## src/superfasthash_byte_stream_assert.svh

```systemverilog
// ----------------------------------------------------------------------------
// Assertion macros for the SuperFastHash byte stream block.
// Each macro expands to a clocked concurrent assertion, or to nothing when
// NO_ASSERTIONS is defined.
// ----------------------------------------------------------------------------
`ifndef SUPERFASTHASH_BYTE_STREAM_ASSERT_SVH
`define SUPERFASTHASH_BYTE_STREAM_ASSERT_SVH

`ifndef NO_ASSERTIONS
// A property that must hold at every clock edge outside reset.
`define SFH_ASSERT(label, prop, msg) \
   label: assert property (@(posedge clock) disable iff (reset) prop) else $error(msg);
// A condition that must never be seen outside reset.
`define SFH_ASSERT_NEVER(label, cond, msg) \
   label: assert property (@(posedge clock) disable iff (reset) !(cond)) else $error(msg);
`else
`define SFH_ASSERT(label, prop, msg)
`define SFH_ASSERT_NEVER(label, cond, msg)
`endif

`endif

```

## src/sfh_pkg.sv

```systemverilog
// ----------------------------------------------------------------------------
// SuperFastHash package
// Operation type passed from the byte front end to the hash engine, and the
// mixing functions of the hash.
// ----------------------------------------------------------------------------
package sfh_pkg;

   localparam logic [15:0] LEN_RESET = 16'd1;

   // One operation for the hash engine: an optional full group of four bytes
   // and, on the last byte of a vector, the tail and the finish request.
   typedef struct packed {
      logic        has_group;
      logic [31:0] group_word;
      logic        is_last;
      logic [1:0]  tail_count;
      logic [23:0] tail_bytes;
   } sfh_op_type;

   // Control from the front end to the hash engine.
   typedef struct packed {
      logic        restart;
      logic [31:0] start_len;
      logic [31:0] vec_len;
   } sfh_ctl_type;

   // A length of zero counts as one.
   function automatic logic [15:0] eff_len(input logic [15:0] len);
      eff_len = (len == 16'd0) ? LEN_RESET : len;
   endfunction

   // Mix one group of four bytes, read as two little-endian halves.
   function automatic logic [31:0] mix_group(input logic [31:0] h,
                                             input logic [31:0] word);
      logic [31:0] h1;
      logic [31:0] t;
      logic [31:0] h2;
      h1 = h + {16'h0, word[15:0]};
      t = ({16'h0, word[31:16]} << 11) ^ h1;
      h2 = (h1 << 16) ^ t;
      mix_group = h2 + (h2 >> 11);
   endfunction

   // Mix the trailing one, two or three bytes.
   function automatic logic [31:0] mix_tail(input logic [31:0] h,
                                            input logic [1:0]  cnt,
                                            input logic [23:0] bytes);
      logic [31:0] r;
      r = h;
      case (cnt)
         2'd3: begin
            r = r + {16'h0, bytes[15:0]};
            r = r ^ (r << 16);
            r = r ^ ({24'h0, bytes[23:16]} << 18);
            r = r + (r >> 11);
         end
         2'd2: begin
            r = r + {16'h0, bytes[15:0]};
            r = r ^ (r << 11);
            r = r + (r >> 17);
         end
         2'd1: begin
            r = r + {24'h0, bytes[7:0]};
            r = r ^ (r << 10);
            r = r + (r >> 1);
         end
         default: begin
            r = h;
         end
      endcase
      mix_tail = r;
   endfunction

   // First half of the final avalanche.
   function automatic logic [31:0] aval_first(input logic [31:0] h);
      logic [31:0] r;
      r = h ^ (h << 3);
      r = r + (r >> 5);
      aval_first = r ^ (r << 4);
   endfunction

   // Second half of the final avalanche.
   function automatic logic [31:0] aval_second(input logic [31:0] h);
      logic [31:0] r;
      r = h + (h >> 17);
      r = r ^ (r << 25);
      aval_second = r + (r >> 6);
   endfunction

endpackage

```

## src/sfh_fifo.sv

```systemverilog
// ----------------------------------------------------------------------------
// SuperFastHash queue
// Small register-based first-in first-out queue with full and empty flags.
// ----------------------------------------------------------------------------
`include "superfasthash_byte_stream_assert.svh"

module sfh_fifo #(
   parameter int WIDTH = 8,
   parameter int DEPTH = 4
) (
   input  logic             clock,
   input  logic             reset,
   input  logic             push,
   input  logic [WIDTH-1:0] push_data,
   output logic             full,
   input  logic             pop,
   output logic [WIDTH-1:0] pop_data,
   output logic             empty
);

   localparam int AW = (DEPTH > 1) ? $clog2(DEPTH) : 1;
   localparam logic [AW:0] FULL_COUNT = (AW + 1)'(DEPTH);
   localparam logic [AW-1:0] LAST_PTR = AW'(DEPTH - 1);

   logic [WIDTH-1:0] mem_ff [DEPTH];
   logic [AW-1:0]    wr_ptr_ff, wr_ptr_in;
   logic [AW-1:0]    rd_ptr_ff, rd_ptr_in;
   logic [AW:0]      count_ff, count_in;
   logic             push_ok;
   logic             pop_ok;

   assign full     = (count_ff == FULL_COUNT);
   assign empty    = (count_ff == '0);
   assign push_ok  = push && !full;
   assign pop_ok   = pop && !empty;
   assign pop_data = mem_ff[rd_ptr_ff];

   // Pointer and occupancy update.
   always_comb begin
      wr_ptr_in = wr_ptr_ff;
      rd_ptr_in = rd_ptr_ff;
      count_in  = count_ff;
      if (push_ok) begin
         wr_ptr_in = (wr_ptr_ff == LAST_PTR) ? '0 : wr_ptr_ff + 1'b1;
      end
      if (pop_ok) begin
         rd_ptr_in = (rd_ptr_ff == LAST_PTR) ? '0 : rd_ptr_ff + 1'b1;
      end
      if (push_ok && !pop_ok) begin
         count_in = count_ff + 1'b1;
      end else if (pop_ok && !push_ok) begin
         count_in = count_ff - 1'b1;
      end
   end

   always_ff @(posedge clock) begin
      if (reset) begin
         wr_ptr_ff <= '0;
         rd_ptr_ff <= '0;
         count_ff  <= '0;
      end else begin
         wr_ptr_ff <= wr_ptr_in;
         rd_ptr_ff <= rd_ptr_in;
         count_ff  <= count_in;
      end
   end

   // Storage write.
   always_ff @(posedge clock) begin
      if (push_ok) begin
         mem_ff[wr_ptr_ff] <= push_data;
      end
   end

   `SFH_ASSERT(a_fifo_count_bound, count_ff <= FULL_COUNT, "queue occupancy beyond depth")
   `SFH_ASSERT(a_fifo_push_fills, (push_ok && !pop_ok) |=> !empty, "queue empty after a push")

endmodule

```

## src/sfh_front.sv

```systemverilog
// ----------------------------------------------------------------------------
// SuperFastHash front end
// Takes bytes, assembles groups of four and marks the last byte of each
// vector; holds the length register.
// ----------------------------------------------------------------------------
`include "superfasthash_byte_stream_assert.svh"

module sfh_front (
   input  logic                 clock,
   input  logic                 reset,
   input  logic                 req_push,
   input  logic [7:0]           req_data_byte,
   output logic                 req_full,
   input  logic                 csr_valid,
   output logic                 csr_ready,
   input  logic [15:0]          csr_message_length,
   input  logic                 op_full,
   output logic                 op_push,
   output sfh_pkg::sfh_op_type  op_data,
   output sfh_pkg::sfh_ctl_type ctl
);

   import sfh_pkg::*;

   logic [15:0] len_ff, len_in;
   logic [15:0] pos_ff, pos_in;
   logic [23:0] pend_ff, pend_in;
   logic [15:0] len_eff;
   logic [15:0] pos_next;
   logic [1:0]  slot;
   logic [23:0] pend_merge;
   logic        accept;
   logic        csr_write;
   logic        is_last;

   assign csr_ready = 1'b1;
   assign csr_write = csr_valid && csr_ready;
   assign req_full  = op_full;
   assign accept    = req_push && !op_full;

   assign len_eff  = eff_len(len_ff);
   assign slot     = pos_ff[1:0];
   assign pos_next = pos_ff + 16'd1;
   assign is_last  = (pos_next >= len_eff);

   // Place the byte into the unfinished group.
   always_comb begin
      case (slot)
         2'd0: pend_merge = {16'h0, req_data_byte};
         2'd1: pend_merge = {8'h0, req_data_byte, pend_ff[7:0]};
         2'd2: pend_merge = {req_data_byte, pend_ff[15:0]};
         default: pend_merge = 24'h0;
      endcase
   end

   // Operation for the hash engine.
   always_comb begin
      op_data.has_group  = (slot == 2'd3);
      op_data.group_word = {req_data_byte, pend_ff};
      op_data.is_last    = is_last;
      op_data.tail_count = pos_next[1:0];
      op_data.tail_bytes = pend_merge;
      op_push = accept && ((slot == 2'd3) || is_last);
   end

   // Control toward the engine: restart on a length write.
   always_comb begin
      ctl.restart   = csr_write;
      ctl.start_len = {16'h0, eff_len(csr_message_length)};
      ctl.vec_len   = {16'h0, len_eff};
   end

   // Position, partial group and length update.
   always_comb begin
      len_in  = len_ff;
      pos_in  = pos_ff;
      pend_in = pend_ff;
      if (csr_write) begin
         len_in  = csr_message_length;
         pos_in  = '0;
         pend_in = '0;
      end else if (accept) begin
         if (is_last) begin
            pos_in  = '0;
            pend_in = '0;
         end else begin
            pos_in  = pos_next;
            pend_in = pend_merge;
         end
      end
   end

   always_ff @(posedge clock) begin
      if (reset) begin
         len_ff  <= LEN_RESET;
         pos_ff  <= '0;
         pend_ff <= '0;
      end else begin
         len_ff  <= len_in;
         pos_ff  <= pos_in;
         pend_ff <= pend_in;
      end
   end

   `SFH_ASSERT(a_front_pos_range, pos_ff < len_eff, "byte position reached the vector length")

endmodule

```

## src/sfh_back.sv

```systemverilog
// ----------------------------------------------------------------------------
// SuperFastHash engine
// Runs the group mixing on the accumulator and finishes each vector through
// a three-stage tail and avalanche pipeline.
// ----------------------------------------------------------------------------
`include "superfasthash_byte_stream_assert.svh"

module sfh_back (
   input  logic                 clock,
   input  logic                 reset,
   input  sfh_pkg::sfh_ctl_type ctl,
   input  logic                 op_empty,
   input  sfh_pkg::sfh_op_type  op_data,
   output logic                 op_pop,
   input  logic                 rsp_full,
   output logic                 rsp_push,
   output logic [31:0]          rsp_data
);

   import sfh_pkg::*;

   logic [31:0] acc_ff, acc_in;
   logic        s1_vld_ff, s1_vld_in;
   logic [31:0] s1_h_ff, s1_h_in;
   logic [1:0]  s1_cnt_ff, s1_cnt_in;
   logic [23:0] s1_tail_ff, s1_tail_in;
   logic        s2_vld_ff, s2_vld_in;
   logic [31:0] s2_h_ff, s2_h_in;
   logic        s3_vld_ff, s3_vld_in;
   logic [31:0] s3_h_ff, s3_h_in;
   logic        adv;
   logic        take;
   logic [31:0] h_grp;

   // The whole pipeline moves when the result queue has room.
   assign adv    = !rsp_full;
   assign take   = adv && !op_empty;
   assign op_pop = take;

   assign h_grp = op_data.has_group ? mix_group(acc_ff, op_data.group_word) : acc_ff;

   // Accumulator: mix groups, restart after the last byte or a length write.
   always_comb begin
      acc_in = acc_ff;
      if (ctl.restart) begin
         acc_in = ctl.start_len;
      end else if (take) begin
         acc_in = op_data.is_last ? ctl.vec_len : h_grp;
      end
   end

   // Finishing pipeline.
   always_comb begin
      s1_vld_in  = take && op_data.is_last;
      s1_h_in    = h_grp;
      s1_cnt_in  = op_data.tail_count;
      s1_tail_in = op_data.tail_bytes;
      s2_vld_in  = s1_vld_ff;
      s2_h_in    = mix_tail(s1_h_ff, s1_cnt_ff, s1_tail_ff);
      s3_vld_in  = s2_vld_ff;
      s3_h_in    = aval_first(s2_h_ff);
   end

   assign rsp_push = adv && s3_vld_ff;
   assign rsp_data = aval_second(s3_h_ff);

   always_ff @(posedge clock) begin
      if (reset) begin
         acc_ff    <= {16'h0, LEN_RESET};
         s1_vld_ff <= 1'b0;
         s2_vld_ff <= 1'b0;
         s3_vld_ff <= 1'b0;
      end else begin
         acc_ff <= acc_in;
         if (adv) begin
            s1_vld_ff <= s1_vld_in;
            s2_vld_ff <= s2_vld_in;
            s3_vld_ff <= s3_vld_in;
         end
      end
   end

   // Stage payloads.
   always_ff @(posedge clock) begin
      if (adv) begin
         s1_h_ff    <= s1_h_in;
         s1_cnt_ff  <= s1_cnt_in;
         s1_tail_ff <= s1_tail_in;
         s2_h_ff    <= s2_h_in;
         s3_h_ff    <= s3_h_in;
      end
   end

   `SFH_ASSERT(a_back_restart, (take && op_data.is_last && !ctl.restart) |=> (acc_ff == $past(ctl.vec_len)), "accumulator not restarted after the last byte")

endmodule

```

## src/superfasthash_byte_stream.sv

```systemverilog
// A result passes through the operation queue, the finishing stages and the result queue.
// Throughput: one byte per cycle while req_full is low; the engine takes one operation per cycle.
// The result queue being full stalls the engine; the operation queue then fills and asserts full.
// Reset is synchronous and active high; the length resets to one and both queues empty.
// ----------------------------------------------------------------------------
// SuperFastHash byte stream
// Hashes vectors of a configured byte length with the 32-bit SuperFastHash,
// one byte per transaction, one hash per vector.
// ----------------------------------------------------------------------------
module superfasthash_byte_stream #(
   parameter int OP_DEPTH  = 4,
   parameter int RSP_DEPTH = 4
) (
   input  logic        clock,
   input  logic        reset,
   input  logic        req_push,
   input  logic [7:0]  req_data_byte,
   output logic        req_full,
   output logic        rsp_empty,
   input  logic        rsp_pop,
   output logic [31:0] rsp_hash_value,
   input  logic        csr_valid,
   output logic        csr_ready,
   input  logic [15:0] csr_message_length
);

   import sfh_pkg::*;

   sfh_op_type  op_in;
   sfh_op_type  op_out;
   sfh_ctl_type ctl;
   logic        op_push;
   logic        op_full;
   logic        op_empty;
   logic        op_pop;
   logic        rsp_push;
   logic        rsp_full;
   logic [31:0] rsp_data;

   // Byte front end.
   sfh_front u_front (
      .clock              (clock),
      .reset              (reset),
      .req_push           (req_push),
      .req_data_byte      (req_data_byte),
      .req_full           (req_full),
      .csr_valid          (csr_valid),
      .csr_ready          (csr_ready),
      .csr_message_length (csr_message_length),
      .op_full            (op_full),
      .op_push            (op_push),
      .op_data            (op_in),
      .ctl                (ctl)
   );

   // Queue of operations between the front end and the engine.
   sfh_fifo #(
      .WIDTH ($bits(sfh_op_type)),
      .DEPTH (OP_DEPTH)
   ) u_op_fifo (
      .clock     (clock),
      .reset     (reset),
      .push      (op_push),
      .push_data (op_in),
      .full      (op_full),
      .pop       (op_pop),
      .pop_data  (op_out),
      .empty     (op_empty)
   );

   // Hash engine.
   sfh_back u_back (
      .clock    (clock),
      .reset    (reset),
      .ctl      (ctl),
      .op_empty (op_empty),
      .op_data  (op_out),
      .op_pop   (op_pop),
      .rsp_full (rsp_full),
      .rsp_push (rsp_push),
      .rsp_data (rsp_data)
   );

   // Result queue toward the consumer.
   sfh_fifo #(
      .WIDTH (32),
      .DEPTH (RSP_DEPTH)
   ) u_rsp_fifo (
      .clock     (clock),
      .reset     (reset),
      .push      (rsp_push),
      .push_data (rsp_data),
      .full      (rsp_full),
      .pop       (rsp_pop),
      .pop_data  (rsp_hash_value),
      .empty     (rsp_empty)
   );

endmodule
```

## config.mk

```make
export PLATFORM = sky130hd
export DESIGN_NAME = superfasthash_byte_stream
export DESIGN_NICKNAME = d
export VERILOG_FILES = /design/src/sfh_pkg.sv /design/src/sfh_fifo.sv /design/src/sfh_front.sv /design/src/sfh_back.sv /design/src/superfasthash_byte_stream.sv
export VERILOG_INCLUDE_DIRS = /design/src /design/src/src
export SDC_FILE = /design/constraint.sdc
export NUM_CORES = 1
export LEC_CHECK = 0
export ABC_AREA = 1
export BUFFER_PORTS_ARGS = -buffer_cell sky130_fd_sc_hd__buf_2
export CELL_PAD_IN_SITES_DETAIL_PLACEMENT = 0
export CELL_PAD_IN_SITES_GLOBAL_PLACEMENT = 1
export CORE_UTILIZATION = 42
export CTS_CLUSTER_SIZE = 25
export DETAILED_ROUTE_END_ITERATION = 10
export GPL_ROUTABILITY_DRIVEN = 0
export GPL_TIMING_DRIVEN = 1
export PLACE_DENSITY_LB_ADDON = 0.05
export SLEW_MARGIN = 20
export SYNTH_ARGS = -nofsm -noshare
export SYNTH_HDL_FRONTEND = slang
export SYNTH_HIERARCHICAL = 1
export SYNTH_SLANG_ARGS = --single-unit
```

## constraint.sdc

```tcl
create_clock -name clock -period 6.5 [get_ports clock]
set_clock_uncertainty 0.05 [all_clocks]
set_input_delay 0.65 -clock clock [delete_from_list [all_inputs] [get_ports clock]]
set_output_delay 0.65 -clock clock [all_outputs]
set_load 0.05 [all_outputs]
```

==> run_results.csv, run 1 <==
group,metric,value,unit
layout,stdcell_area,43530,sq um
global_routing,grt_pass1_wl,200.5,mm
worst_setup_path,cp_slowest_cell,"o31ai_1",
min_path,min_from,"csr_message_length[0]",
yosys,synth-seq-area-share,0.4223,
clock_network,clk_pin_slew,0.06,ns
yosys,ys_types,68,
worst_setup_path,crit_family,"simple AND/OR/NAND/NOR gates",
yosys,syn_inst,4885,
global_routing,grt_overflow,0,
layout,final_layout_size_suffix_gt1_frac,0.07885,
layout,multiInputGateArea,20210,sq um
clock_network,numCtsBuffers,70,
yosys,synthFlopType,"edfxtp_1",
detailed_routing,wirelength,135.2,mm
worst_setup_path,worst_setup_path_end_kind,"flop",
worst_setup_path,critPathMostFrequentCell,"nand2_1",
worst_setup_path,cp_data_arrival_time,6.35,ns
worst_setup_path,crit_type,"flop to flop",
yosys,ys_ff_latch,599,
clock_network,cts_resized,0,
worst_setup_path,worstSetupStartpointType,"flop",
die,coreArea,93890,sq um
die,die_y,310.7,um
yosys,syn_area_per_cell,8.191,sq um
sta,period_share,0.8923,
sta,fin_crit,5.800,ns
sta,setup_tns,0,ns
detailed_routing,firstDrtPassIters,6,
placement,io_buffers,62,
placement,dp.final_hpwl,103.2,mm
clock_network,cts-root-buf,"clkbuf_16",
min_path,hp-class,"input port to flop",
worst_setup_path,worstPathMaxFanout,60,
clock_network,clk_path_buf_depth,3,
sta,hold_slack,0.1872,ns
worst_setup_path,max_stage_delay,0.57,ns
detailed_routing,vias_per_cell,5.422,
layout,nets,5152,
die,die_w,310.7,um
die,ios,64,
layout,synthToLayoutAreaGrowth,8.784,%
clock_network,clk_latency,0.67,ns
global_routing,grt_antenna_before_repair,3,
detailed_routing,vias,33631,
layout,fillCellCount,9495,
yosys,synth_area,40010,sq um
clock_network,cts_tree,"done",
sta,tightest_slew,1.090,ns
detailed_routing,wl_per_cell,21.80,um
sta,finalSetupViolations,0,
worst_setup_path,required,7.05,ns
detailed_routing,drcViolationCount,0,
clock_network,clock-sinks,599,
global_routing,first_global_vias,31632,
sta,fmax,0.1724,GHz
worst_setup_path,crit_buf_inv,2,
detailed_routing,drt-initial-drc-count,2751,
clock_network,cts_setup_buffers,0,
yosys,async_flop_share,0,
yosys,yosysWarningCount,6,
layout,seq_area,16900,sq um
sta,rsz0062_at_grt,"false",
sta,hold_viol_final,0,
sta,max_slew_margin,0.2713,
sta,maxSlewViolCount,0,
die,design.die.area,96510,sq um
yosys,synth_edf_count,490,
die,rows,112,
clock_network,holdBufCountCts,0,
clock_network,htreeDepth,3,
die,start_util,0.4262,
job,drv_cap,0,
placement,place_area,41220,sq um
layout,final_util,0.4636,
global_routing,grt_max_degree,80,
run_status,status,"finished clean",
global_routing,track_usage,0.2745,
detailed_routing,ant_nets,0,
tightest hold or removal path, delay by kind of cell:
kind / cells / cell delay (ns)
AND/OR/NAND/NOR: 2 / 0.12
buffers and inverters: 1 / 0.10
cells in the final DEF (no fill, tap or decap), types with 33 or more instances in the layout:
cell type and n:
buf_4 41, nand2_1 1051, buf_2 62, edfxtp_1 490, nand3_1 263, xnor2_1 78, inv_1 471, a21oi_1 353
o22ai_1 72, o21ai_0 324, o21ai_1 77, clkbuf_16 71, nor2_1 469, conb_1 33, nor2_2 40, dfxtp_1 106
xor2_1 201, ha_1 221, nor3_1 37, nand4_1 116, nand2_2 40
cells in the mapped netlist, types with 97 or more instances:
| cell type | instances | share of area |
|---|---|---|
| a21oi_1 | 353 | 0.044 |
| clkbuf_1 | 97 | 0.0091 |
| nand2_1 | 1051 | 0.099 |
| nand4_1 | 116 | 0.018 |
| o21ai_0 | 324 | 0.041 |
| inv_1 | 473 | 0.044 |
| edfxtp_1 | 490 | 0.37 |
| nand3_1 | 263 | 0.033 |
| ha_1 | 221 | 0.069 |
| xor2_1 | 201 | 0.044 |
| dfxtp_1 | 109 | 0.055 |
| nor2_1 | 479 | 0.045 |
final timing paths:
kind,cells past startpoint,slack [ns],to
worst min register to register,2,0.41,u_back/s1_vld_ff
worst min-delay path,3,0.19,u_front/len_ff[0]
worst max-delay path,28,0.70,u_back/acc_ff[24]
worst max register to register,28,0.70,u_back/acc_ff[24]
sequential cells by signal, summed over array words and instances, names as in the netlist, 2 cells and up, named ones only:
signal                flops
u_rsp_fifo/rd_ptr_ff      2
u_back/acc_ff            32
u_op_fifo/rd_ptr_ff       2
u_op_fifo/wr_ptr_ff       2
u_back/s2_h_ff           32
u_op_fifo/count_ff        3
u_rsp_fifo/count_ff       3
u_front/len_ff           16
u_front/pend_ff          24
u_rsp_fifo/wr_ptr_ff      2
u_rsp_fifo/mem_ff       128
u_op_fifo/mem_ff        240
u_back/s1_cnt_ff          2
u_back/s1_h_ff           32
u_back/s3_h_ff           32
u_front/pos_ff           16
u_back/s1_tail_ff        24
layer usage:
metal | part of all wire | global-route usage
met5 | 0.000089 | 0
met2 | 0.49 | 0.4778
met4 | 0.034 | 0.09404
met3 | 0.039 | 0.02933
met1 | 0.44 | 0.3532
through the flow:
step	worst slack (ns)	instances
6_report	0.7000	6203
5_1_grt	0.07047	6200
4_1_cts	0.6728	6198
3_5_place_dp	0.6833	6071
3_3_place_gp	0.7002	6071
2_1_floorplan	1.104	4916
cell type report:
type | count | share of cell area
antenna | 3 | 0.0001725
clock buffer | 91 | 0.04277
clock inverter | 36 | 0.008997
inverter | 492 | 0.04271
multi-input combinational | 3620 | 0.4643
sequential | 599 | 0.3883
tap | 1254 | 0.03605
timing repair buffer | 108 | 0.01667
cell families after synthesis:
kind of cell               share of synthesized area
xor gates and xnor gates                     0.06338
DFF                                           0.4223
AOI/OAI and AO/OA                             0.1341
other                                      0.0001877
adders and majority gates                    0.07461
and+or+nand+nor                               0.2278
buffers and inverters                        0.07758
Power of run 1 is not shown: default switching activity piles up to over one toggle a cycle in this logic, so the estimate is an artifact.
==> run 2: changes to the inputs <==
--- a/config.mk
+++ b/config.mk
@@ -18,2 +18,3 @@
 export PLACE_DENSITY_LB_ADDON = 0.05
+export RECOVER_POWER = 25
 export SLEW_MARGIN = 20
==> constraint.sdc (replaced) <==
create_clock -name clock -period 6.5 [get_ports clock]
set_clock_uncertainty 0.05 [all_clocks]
set_input_delay 0 -clock clock [delete_from_list [all_inputs] [get_ports clock]]
set_output_delay 0 -clock clock [all_outputs]
set_load 0.05 [all_outputs]
==> run 2 against run 1 <==
  * The flow now finishes with violations (capacitance limit, slew limit)
  * Core utilization up 0.40 points
  * Non-clock buffer count up 39
  * Via count up 0.55%
  * Largest cell class unchanged
  * Sequential share of layout area down 0.33 points
  * Register-to-register slack worse by 0.34 ns
  * Final area up 0.86%
  * Flip-flop and latch count unchanged
  * Wire length up 0.43%
  * Global-route usage up 0.075 points
  * Setup slack worse by 0.34 ns
==> run_results.csv, run 2 (synthesis results as in run 1) <==
group,metric,value,unit
run_status,status,"finished with violations",
run_status,violations,"capacitance limit, slew limit",
clock_network,clk_pin_slew,0.06,ns
detailed_routing,vias,33816,
die,design.die.area,96510,sq um
worst_setup_path,rr_worst_depth,23,
worst_setup_path,worstPathMaxFanout,60,
job,drv_cap,2,
sta,maxSlewViolCount,85,
detailed_routing,vias_per_cell,5.417,
clock_network,cts_tree,"done",
global_routing,track_usage,0.2753,
layout,synthToLayoutAreaGrowth,9.716,%
sta,setup_tns,0,ns
sta,finalSetupViolations,0,
worst_setup_path,worst-path-stages,23,
detailed_routing,wirelength,135.8,mm
global_routing,grt_antenna_before_repair,3,
worst_setup_path,cp_slowest_cell,"o31ai_1",
worst_setup_path,critPathMostFrequentCell,"nand2_1",
worst_setup_path,max_stage_delay,0.63,ns
sta,hold_viol_final,0,
clock_network,numCtsBuffers,70,
die,coreArea,93890,sq um
min_path,hold_path_depth,6,
detailed_routing,firstDrtPassIters,5,
die,die_w,310.7,um
layout,layout_commonest_cell,"nand2_1",
sta,tightest_slew,2.192,ns
global_routing,grt_pass1_wl,201.1,mm
detailed_routing,drcViolationCount,0,
sta,fmax,0.1630,GHz
worst_setup_path,required,7.00,ns
sta,period_share,0.9441,
placement,io_buffers,62,
layout,multiInputGateArea,20210,sq um
layout,fillCellCount,9472,
detailed_routing,ant_nets,0,
layout,nets,5191,
detailed_routing,drt-initial-drc-count,2648,
layout,top_register,"u_op_fifo/mem_ff",
worst_setup_path,worstSetupStartpointType,"flop",
clock_network,clk_latency,0.67,ns
detailed_routing,wl_per_cell,21.75,um
layout,reg.largest.list,"u_op_fifo/mem_ff x240, u_rsp_fifo/mem_ff x128",
sta,fin_crit,6.137,ns
min_path,min_from,"req_push",
die,rows,112,
layout,most-common-layout-cells,"nand2_1, edfxtp_1, inv_1",
clock_network,clk_path_buf_depth,3,
global_routing,grt_max_degree,80,
layout,final_layout_size_suffix_gt1_frac,0.07603,
worst_setup_path,cp_data_arrival_time,6.63,ns
clock_network,clock-sinks,599,
worst_setup_path,crit_family,"compound AO/OA/AOI/OAI gates",
sta,max_slew_margin,-0.4612,
layout,largest_reg_flops,240,
worst_setup_path,crit_buf_inv,3,
die,die_y,310.7,um
global_routing,first_global_vias,31813,
worst_setup_path,crit_type,"flop to flop",
die,start_util,0.4262,
worst_setup_path,worst_setup_path_end_kind,"flop",
min_path,hp-class,"input port to flop",
die,ios,64,
clock_network,cts-root-buf,"clkbuf_16",
layout,seq_area,16900,sq um
global_routing,grt_overflow,0,
clock_network,htreeDepth,3,
sta,rsz0062_at_grt,"false",
placement,dp.final_hpwl,103.2,mm
worst_setup_path,crit_chain,"buf_4, o21ai_0, o22ai_1, ha_1, nand2_1, nand3_1, nand2_1, nand2_1, nand2_1, nand2_1, nand2_1, nand2_1, xor2_1, ha_1, inv_1, fa_1, o31ai_1, a21oi_1, o21ai_0, nand2_1, o21ai_0, a31oi_1, dlygate4sd3_1",
run 2: cell count changes in the layout (fill, tap and decap cells not counted), sizes merged:
cell / change
clkbuf: +11
buf: -11
inv: -1
dlygate4sd3: +39
clkinvlp: +1
run 2: final cells by class:
type                    count  area share
multi-input cells        3620      0.4604
flip-flops and latches    599      0.3850
clock buffers              91     0.04241
inverters                 492     0.04232
well taps                1254     0.03574
repair buffers            147     0.02505
clock inverters            36    0.008921
diodes                      3   0.0001710
run 2: repair_timing:
item,4_1_cts,5_1_grt
hold buffers,39,0
buffers inserted,0,0
hold endpoints to repair,192,0
setup endpoints to repair,0,1
gates resized for setup,0,1
run 2: routing by layer:
metal  vias up  GRT usage  wire length, um
li1      16677          -                -
met1     16100     0.3536            59230
met2       841     0.4798            66660
met3       196    0.02946             5278
met4         2    0.09404             4600
met5         -          0               10
run 2: path summary, 6_finish.rpt:
path,slack (ns),endpoint
worst max-delay path,0.36,u_back/acc_ff[4]
worst min register to register,0.41,u_back/s3_vld_ff
worst min-delay path,0.11,u_front/pend_ff[15]
worst max register to register,0.36,u_back/acc_ff[4]
run 2: per-stage QoR:
step	instance area (sq um)	utilization	std cells	hold WS [ns]	setup slack (ns)
finish	43900	0.4676	6242	0.1088	0.3631
global route	43890	0.4675	6239	0.1278	0.04240
CTS	43860	0.4672	6237	0.07018	0.3414
detailed placement	41220	0.4390	6071	0.2140	0.6833
global placement	41220	0.4390	6071	0.2083	0.7002
floorplan	40130	-	4916	0.02238	1.104
run 2: worst reg2reg max path, delay by kind of cell, from the launching register on:
kind	cells	cell delay [ns]
fa+ha+maj	3	1.02
simple gates	9	1.19
flops	1	0.34
compound gates	7	2.00
xor+xnor	1	0.27
buf+inv	3	1.18
Power of run 2 is left out for the same reason.
